===== src/hw/rtl/fcc_pkg.sv =====
package fcc_pkg;

    // Default capacity of the adjacency store, in vertices.
    localparam int MAX_VERTICES_DEF = 64;

    localparam int COUNT_W = 20;
    localparam logic [COUNT_W-1:0] COUNT_MAX = 20'hFFFFF;

    // Operation codes carried in the func field.
    localparam logic [1:0] FUNC_BEGIN = 2'd0;
    localparam logic [1:0] FUNC_EDGE  = 2'd1;
    localparam logic [1:0] FUNC_END   = 2'd2;

    // Result status codes.
    localparam logic [1:0] STATUS_OK      = 2'd0;
    localparam logic [1:0] STATUS_TOO_BIG = 2'd1;
    localparam logic [1:0] STATUS_RANGE   = 2'd2;

    typedef struct packed {
        logic [1:0] func;
        logic [7:0] vertex_count;
        logic [5:0] vert_a;
        logic [5:0] vert_b;
    } fcc_in_t;

    typedef struct packed {
        logic [COUNT_W-1:0] clique_count;
        logic [1:0]         status;
    } fcc_out_t;

    // Commands from the controller to the datapath.
    typedef struct packed {
        logic       clear_graph;
        logic       latch_edge;
        logic       wr_a;
        logic       wr_b;
        logic       cnt_start;
        logic       load_ra;
        logic       next_a;
        logic       pick_b;
        logic       load_cab;
        logic       pick_c;
        logic       load_and;
        logic       add_cnt;
        logic       out_load;
        logic [1:0] out_code;
    } fcc_cmd_t;

    // Status from the datapath to the controller.
    typedef struct packed {
        logic too_big;
        logic edge_bad;
        logic ra_zero;
        logic cab_zero;
        logic a_last;
        logic none_active;
    } fcc_stat_t;

endpackage


===== src/hw/rtl/fcc_ctrl.sv =====
module fcc_ctrl (
    input  logic               clk,
    input  logic               rst_n,
    input  logic               item_valid,
    output logic               item_ready,
    input  logic [1:0]         func,
    output logic               result_valid,
    input  logic               result_ready,
    input  fcc_pkg::fcc_stat_t stat,
    output fcc_pkg::fcc_cmd_t  cmd
);
    import fcc_pkg::*;

    localparam logic [3:0] S_IDLE    = 4'd0;
    localparam logic [3:0] S_WR_A    = 4'd1;
    localparam logic [3:0] S_WR_B    = 4'd2;
    localparam logic [3:0] S_RD_A    = 4'd3;
    localparam logic [3:0] S_LD_RA   = 4'd4;
    localparam logic [3:0] S_NEXT_B  = 4'd5;
    localparam logic [3:0] S_LD_CAB  = 4'd6;
    localparam logic [3:0] S_NEXT_C  = 4'd7;
    localparam logic [3:0] S_LD_AND  = 4'd8;
    localparam logic [3:0] S_ADD     = 4'd9;
    localparam logic [3:0] S_DONE    = 4'd10;

    logic [3:0] state_reg;
    logic [3:0] state_next;
    logic       out_valid_reg;
    logic       out_valid_next;
    logic       accept;

    // A new transaction is taken when idle and the result slot is free or freeing.
    assign item_ready   = (state_reg == S_IDLE) && (!out_valid_reg || result_ready);
    assign accept       = item_valid && item_ready;
    assign result_valid = out_valid_reg;

    // Next state and datapath commands.
    always_comb
    begin
        state_next = state_reg;
        cmd        = '0;
        cmd.out_code = STATUS_OK;
        case (state_reg)
            S_IDLE:
            begin
                if (accept) begin
                    case (func)
                        FUNC_BEGIN:
                        begin
                            cmd.clear_graph = 1'b1;
                            if (stat.too_big) begin
                                cmd.out_load = 1'b1;
                                cmd.out_code = STATUS_TOO_BIG;
                            end
                        end
                        FUNC_EDGE:
                        begin
                            if (stat.edge_bad) begin
                                cmd.out_load = 1'b1;
                                cmd.out_code = STATUS_RANGE;
                            end else begin
                                cmd.latch_edge = 1'b1;
                                state_next     = S_WR_A;
                            end
                        end
                        FUNC_END:
                        begin
                            cmd.cnt_start = 1'b1;
                            state_next    = stat.none_active ? S_DONE : S_RD_A;
                        end
                        default:
                        begin
                        end
                    endcase
                end
            end
            S_WR_A:
            begin
                cmd.wr_a   = 1'b1;
                state_next = S_WR_B;
            end
            S_WR_B:
            begin
                cmd.wr_b   = 1'b1;
                state_next = S_IDLE;
            end
            S_RD_A:
            begin
                state_next = S_LD_RA;
            end
            S_LD_RA:
            begin
                cmd.load_ra = 1'b1;
                state_next  = S_NEXT_B;
            end
            S_NEXT_B:
            begin
                if (!stat.ra_zero) begin
                    cmd.pick_b = 1'b1;
                    state_next = S_LD_CAB;
                end else if (stat.a_last) begin
                    state_next = S_DONE;
                end else begin
                    cmd.next_a = 1'b1;
                    state_next = S_RD_A;
                end
            end
            S_LD_CAB:
            begin
                cmd.load_cab = 1'b1;
                state_next   = S_NEXT_C;
            end
            S_NEXT_C:
            begin
                if (stat.cab_zero) begin
                    state_next = S_NEXT_B;
                end else begin
                    cmd.pick_c = 1'b1;
                    state_next = S_LD_AND;
                end
            end
            S_LD_AND:
            begin
                cmd.load_and = 1'b1;
                state_next   = S_ADD;
            end
            S_ADD:
            begin
                cmd.add_cnt = 1'b1;
                state_next  = S_NEXT_C;
            end
            S_DONE:
            begin
                cmd.out_load = 1'b1;
                cmd.out_code = STATUS_OK;
                state_next   = S_IDLE;
            end
            default:
            begin
                state_next = S_IDLE;
            end
        endcase
    end

    // Result valid flag: a new result wins over a completed transaction.
    always_comb
    begin
        out_valid_next = out_valid_reg;
        if (result_ready) begin
            out_valid_next = 1'b0;
        end
        if (cmd.out_load) begin
            out_valid_next = 1'b1;
        end
    end

    always_ff @(posedge clk or negedge rst_n)
    begin
        if (!rst_n) begin
            state_reg     <= S_IDLE;
            out_valid_reg <= 1'b0;
        end else begin
            state_reg     <= state_next;
            out_valid_reg <= out_valid_next;
        end
    end

endmodule


===== config.mk =====
export PLATFORM = sky130hd
export DESIGN_NAME = fcc_ctrl
export DESIGN_NICKNAME = d
export VERILOG_FILES = /design/src/hw/rtl/fcc_pkg.sv /design/src/hw/rtl/fcc_ctrl.sv
export SDC_FILE = /design/constraint.sdc
export NUM_CORES = 1
export LEC_CHECK = 0
export BUFFER_PORTS_ARGS = -buffer_cell sky130_fd_sc_hd__buf_4
export CAP_MARGIN = 20
export CORE_AREA = 2 2 39 41
export CTS_CLUSTER_DIAMETER = 40
export DETAILED_ROUTE_END_ITERATION = 6
export DIE_AREA = 0 0 41 43
export PLACE_DENSITY = 0.73
export REMOVE_ABC_BUFFERS = 1
export SYNTH_ARGS = -nofsm -noshare
export SYNTH_HDL_FRONTEND = slang
export SYNTH_SLANG_ARGS = --single-unit

===== constraint.sdc =====
create_clock -name clk -period 3.84 [get_ports clk]
set_input_delay 0.192 -clock clk [delete_from_list [all_inputs] [get_ports clk]]
set_output_delay 0.192 -clock clk [all_outputs]
set_load 0.02 [all_outputs]

==> results of run 1 <==
[cells by family after synthesis]
kind of cell | Yosys count | share of synthesized area, %
compound gates | 17 | 23.3
buf+inv | 6 | 8.62
mux | 1 | 1.86
flops | 5 | 23.3
simple gates | 36 | 42.9
[report_power, final]
group	internal [W]	switching, W	total [W]
Sequential	0.0000712	0.0000506	0.000122
Combinational	0.000137	0.000161	0.000298
Clock	0.0000393	0.0000221	0.0000615
Total	0.000247	0.000234	0.000481
[cells in the mapped netlist (2+ instances only)]
cell      instances
a21oi_1           4
buf_4             2
buf_6             2
dfrtp_1           5
nand2_1           3
nand2b_1          4
nor2_1           10
nor3_1            6
nor3b_2           2
o22a_1            2
o22ai_1           2
[critical path: cells and delay by family, from the launching register on]
kind | cells | cell delay, ps
buffers and inverters | 1 | 160
DFF | 1 | 490
and+or+nand+nor | 4 | 1020
[worst paths after layout]
| check | from | to | slack (ps) | cells after the start |
|---|---|---|---|---|
| max in group asynchronous | rst_n | state_reg[1] | 3420 | 2 |
| worst min register to register | result_valid | result_valid | 590 | 2 |
| worst max register to register | state_reg[0] | result_valid | 2280 | 4 |
| worst max-delay path | state_reg[0] | cmd[0] | 1740 | 5 |
| min in group asynchronous | rst_n | state_reg[2] | 310 | 2 |
| worst min-delay path | stat[3] | state_reg[3] | 230 | 3 |
[per-stage QoR]
stage	hold slack [ps]	instance area, µm²	std cells
2_1_floorplan	-104	494	60
3_3_place_gp	-5.02	724	104
3_5_place_dp	-1.50	724	104
4_1_cts	229	761	109
5_1_grt	257	761	109
6_report	232	761	109
[timing repair]
action / in CTS / in global routing
endpoints found under the hold margin: 5 / 0
endpoints found under the setup margin: 0 / 0
hold buffers: 1 / 0
[layer usage]
layer  up-vias  routed length, µm
met5         -                  0
met4         0                 11
met3         2                118
met2        28                642
met1       239                564
li1        293                  -
[area by class of cell]
class / instances / share of cell area, %
Clock buffer: 4 / 3.45
Inverter: 1 / 0.493
Multi-Input combinational cell: 54 / 48.0
Sequential cell: 5 / 16.4
Tap cell: 16 / 2.63
Timing Repair Buffer: 29 / 28.9
==> flow_metrics.tcl, run 1 <==
set metrics [dict create \
    outcome "completed" \
    area_delta_synth_final_pct 41.7 \
    grt_use_total_pct 17.4 \
    drc 0 \
    cts_buffer_depth 2 \
    h-tree-depth 1 \
    p_leak_nw 0.350 \
    pre_cts_ws_ps 1990 \
    die_area_um2 1760 \
    rsz0062_at_grt "false" \
    synth.avg_cell_area_um2 8.26 \
    min_period_over_period_pct 54.7 \
    drive_gt1_share_pct 40.9 \
    tightest_slew_ps 411 \
    end_kind "output pin" \
    largest_reg_flops 4 \
    diodes 0 \
    vias 562 \
    slowest_delay_ps 490 \
    grt_pass1_wl_mm 2.14 \
    die_w_um 41 \
    core_um2 1380 \
    yosysTopAreaCell "dfrtp_1" \
    yosys.area.top_type_share_pct 23.3 \
    cts.sinks 5 \
    hpwl_mm 1.04 \
    setup_slack_ps 1740 \
    pwr_density_cell_nw_per_um2 632 \
    synthCells 65 \
    p_total_w 0.000481 \
    routed_wirelength_mm 1.34 \
    pin_count 29 \
    synth_flop_cell "dfrtp_1" \
    cp_cell_sequence "nor4_4 > nand3_2 > or2_4 > nor3b_2 > buf_4" \
    wl_per_cell_um 12.3 \
    first_global_vias 516 \
    synth.area.top_cells "dfrtp_1 23%, nor2_1 7.0%, nor3_1 5.6%" \
    dr.pass1.iters 4 \
    die_h_um 43 \
    slew_viol_final 0 \
    antenna_found_initial 0 \
    cts_tree "built" \
    yosysWarnings 0 \
    busiest_layer "met2" \
    fin_crit_ps 2100 \
    cp_max_fo 11 \
    seq_area_frac_synth_pct 23.3 \
    ys_seq_elements 5 \
    multiInputGateArea_um2 365 \
    postSynth.asyncResetShare_pct 100 \
    fmax_mhz 476 \
    port-buffer-count 28 \
    setup_violations 0 \
    finalWeightedCongestion 0.725 \
    cp_slowest_cell "dfrtp_1" \
    gr-usage-met1_pct 21.7 \
    synth-edff-count 0 \
    grt_max_degree 13 \
    rows 14 \
    start_util_pct 38.8 \
    regArea_um2 125 \
    worstPathRequired_ps 3650 \
    grt_use_met3_pct 1.57 \
    final_cell_mix "28 x buf_4, 10 x nor2_1, 6 x nor3_1, 5 x dfrtp_1" \
    critPathArrivalTime_ps 1910 \
    drv_cap 0 \
    hold_viol 0 \
    drtIter0Drc 3 \
    clock-root-buffer "clkbuf_4" \
    grt_overflow 0 \
    synth_area_um2 537 \
    ir_worst_vdd_mv 0.359 \
    fin_worst_skew_ps 3.52 \
    utilization_pct 55.0 \
    routed_via_density 5.16 \
    clk-insertion-delay-late_ps 240 \
    clk_pin_slew_worst_paths_ps 40 \
    start_kind "flop" \
    cts_setup_buffers 0 \
    layout_commonest_cell "buf_4" \
    fillers 135 \
    synth_cell_types 34 \
    cts_buffers 3 \
    ant_nets 0 \
    grt_util_met2_pct 28.4 \
    hp-class "primary input to flop" \
    final_nets 106 \
    slew_headroom_pct 72.6 \
    cts_resized 0 \
    crit_type "flop to output pin" \
    final.setup.tns_ps 0 \
]
No activity file was read; power rests on OpenSTA's default activity.
==> run 2: changes to the inputs <==
- ABC_AREA: default -> 1
- PLACE_DENSITY: 0.73 -> 0.75
- clock period: 3.84 -> 2.2 ns (I/O delays scaled with it)
==> run 2 against run 1 <==
Compared with the run above:
- synthesized cell count increased by 45%
- critical path depth up 1
- hold slack lost 50 ps
- area after synthesis up 3.3%
- first-iteration DRC count rose to 4.7 times the previous value
- critical endpoint is now cmd[13]
- largest cell class unchanged
==> flow_metrics.tcl, run 2 <==
set metrics [dict create \
    outcome "completed" \
    antenna_found_initial 0 \
    die_area_um2 1760 \
    final.setup.tns_ps 0 \
    drv_cap 0 \
    end_kind "output pin" \
    synth_fa_ha_area_share_pct 0 \
    hp-class "primary input to flop" \
    synth_cell_types 17 \
    yosysTopAreaCell "dfrtp_1" \
    cp_max_fo 5 \
    synth_area_um2 554 \
    setup_slack_ps 543 \
    port-buffer-count 28 \
    die_w_um 41 \
    clk-insertion-delay-late_ps 250 \
    cts_setup_buffers 0 \
    hold_buffers 1 \
    grt_pass1_wl_mm 2.30 \
    hold_viol 0 \
    yosys.area.top_type_share_pct 22.6 \
    seq_power_share_pct 20.0 \
    clkPwrFrac_pct 12.6 \
    final_nets 139 \
    pwr_density_cell_nw_per_um2 1060 \
    synth_compound_area_share_pct 3.61 \
    core_um2 1380 \
    grt_max_degree 6 \
    grt_overflow 0 \
    yosysMostFrequentCell "inv_1" \
    worstPathRequired_ps 2090 \
    synth_xor_area_share_pct 0 \
    cts.sinks 5 \
    grt_use_total_pct 19.6 \
    largest_reg_flops 4 \
    layout_commonest_cell "buf_4" \
    final_cell_mix "28 x buf_4, 18 x inv_1, 17 x nor2_1, 16 x nand2_1, 9 x nand3_1" \
    ys_seq_elements 5 \
    combPwrFrac_pct 67.4 \
    pre_cts_ws_ps 814 \
    tightest_slew_ps 305 \
    setup_violations 0 \
    h-tree-depth 1 \
    fmax_mhz 603 \
    slew_viol_final 0 \
    start_kind "flop" \
    rsz0062_at_grt "false" \
    fillers 144 \
    synth_top_family_by_area "simple AND/OR/NAND/NOR gates" \
    slew_headroom_pct 79.6 \
    cts_buffer_depth 2 \
    drtIter0Drc 14 \
    cts_buffers 3 \
    die_h_um 43 \
    synthCells 94 \
    p_int_w 0.000410 \
    vias 675 \
    cts_tree "built" \
    routed_via_density 4.75 \
    netSwitchingPower_w 0.000454 \
    critPathArrivalTime_ps 1550 \
    diodes 0 \
    synthMuxAreaShare_pct 0 \
    rows 14 \
    postSynth.asyncResetShare_pct 100 \
    first_global_vias 603 \
    synth.area.top_cells "dfrtp_1 23%, inv_1 12%, nor2_1 12%" \
    clk_pin_slew_worst_paths_ps 40 \
    pin_count 29 \
    hpwl_mm 1.22 \
    synth-edff-count 0 \
    min_period_over_period_pct 75.3 \
    crit_type "flop to output pin" \
    routed_wirelength_mm 1.42 \
    ant_nets 0 \
    drc 0 \
    fin_crit_ps 1660 \
    p_leak_nw 0.513 \
    yosysWarnings 0 \
    clock-root-buffer "clkbuf_4" \
    ir_worst_vdd_mv 0.649 \
    cts_resized 0 \
    synth_commonest_cells "18 x inv_1, 17 x nor2_1, 16 x nand2_1, 9 x nand3_1" \
    p_sw_share_pct 52.5 \
    wl_per_cell_um 10.0 \
    finalWeightedCongestion 0.834 \
    start_util_pct 40.1 \
    r2r_slack_ps 990 \
    dr.pass1.iters 4 \
    fin_worst_skew_ps 2.61 \
    area_delta_synth_final_pct 46.7 \
    synth.avg_cell_area_um2 5.90 \
    drive_gt1_share_pct 40.5 \
    yosys.area_share.simple_pct 56.0 \
    synth_flop_cell "dfrtp_1" \
    seq_area_frac_synth_pct 22.6 \
]
## run 2: cell count changes after synthesis, moves of 4 or more
cell	previous run	this run
inv_2	0	5
inv_1	1	18
nor2_1	10	17
nor3_1	6	0
nand3_1	1	9
nand2b_1	4	0
nor2_2	0	5
nand2_1	3	16
## run 2: power by group through the flow
stage                     clock network (W)  registers (W)  logic (W)
after floorplan                           0       0.000175   0.000403
after global placement                    0       0.000172   0.000571
after detailed placement                  0       0.000174   0.000582
after CTS                          0.000113       0.000173   0.000586
after global routing               0.000118       0.000176   0.000643
final                              0.000108       0.000173   0.000583
## run 2: cells by family (layout without fill, tap and decap cells)
logic type / after synthesis / in the layout
and+or+nand+nor: 60 / 60
buffers and inverters: 25 / 57
DFF: 5 / 5
AOI/OAI and AO/OA: 4 / 4
## run 2: area by class of cell
class	count	area (µm²)	area share, %
well taps	16	20.0	2.46
repair buffers	29	220	27.1
multi-input cells	64	330	40.6
flip-flops and latches	5	125	15.4
clock buffers	4	26.3	3.23
inverters	24	91.3	11.2
## run 2: per-layer routing
metal | routed length, µm | up-vias | GRT usage [%]
met5 | 0 | - | 0
met4 | 8 | 0 | 10.0
met3 | 88 | 2 | 5.24
met2 | 808 | 24 | 33.1
met1 | 518 | 305 | 20.6
li1 | - | 344 | -
## run 2: metrics by stage
| step | utilization [%] | cell area, µm² | hold slack [ps] | cells | power (W) |
|---|---|---|---|---|---|
| 3_3_place_gp | 56.1 | 777 | -88.7 | 137 | 0.000743 |
| 4_1_cts | 58.8 | 813 | 173 | 142 | 0.000872 |
| 2_1_floorplan | - | 547 | -186 | 93 | 0.000578 |
| 6_report | 58.8 | 813 | 182 | 142 | 0.000864 |
| 5_1_grt | 58.8 | 813 | 191 | 142 | 0.000938 |
| 3_5_place_dp | 56.1 | 777 | -87.3 | 137 | 0.000756 |
## run 2: final timing paths
check | to | cells after the start | startpoint
worst max-delay path | cmd[13] | 6 | state_reg[0]
worst min-delay path | result_valid | 3 | item_valid
worst max register to register | state_reg[3] | 6 | state_reg[0]
worst min register to register | result_valid | 3 | result_valid
max in group asynchronous | state_reg[1] | 2 | rst_n
min in group asynchronous | result_valid | 2 | rst_n
## run 2: critical path, cell delays in order, from the launching register on
cell and delay (ps):
dfrtp_1 430, nor2_2 250, nand2_4 100, nor2_4 120, nand2_2 100, nor3_2 130, buf_4 170
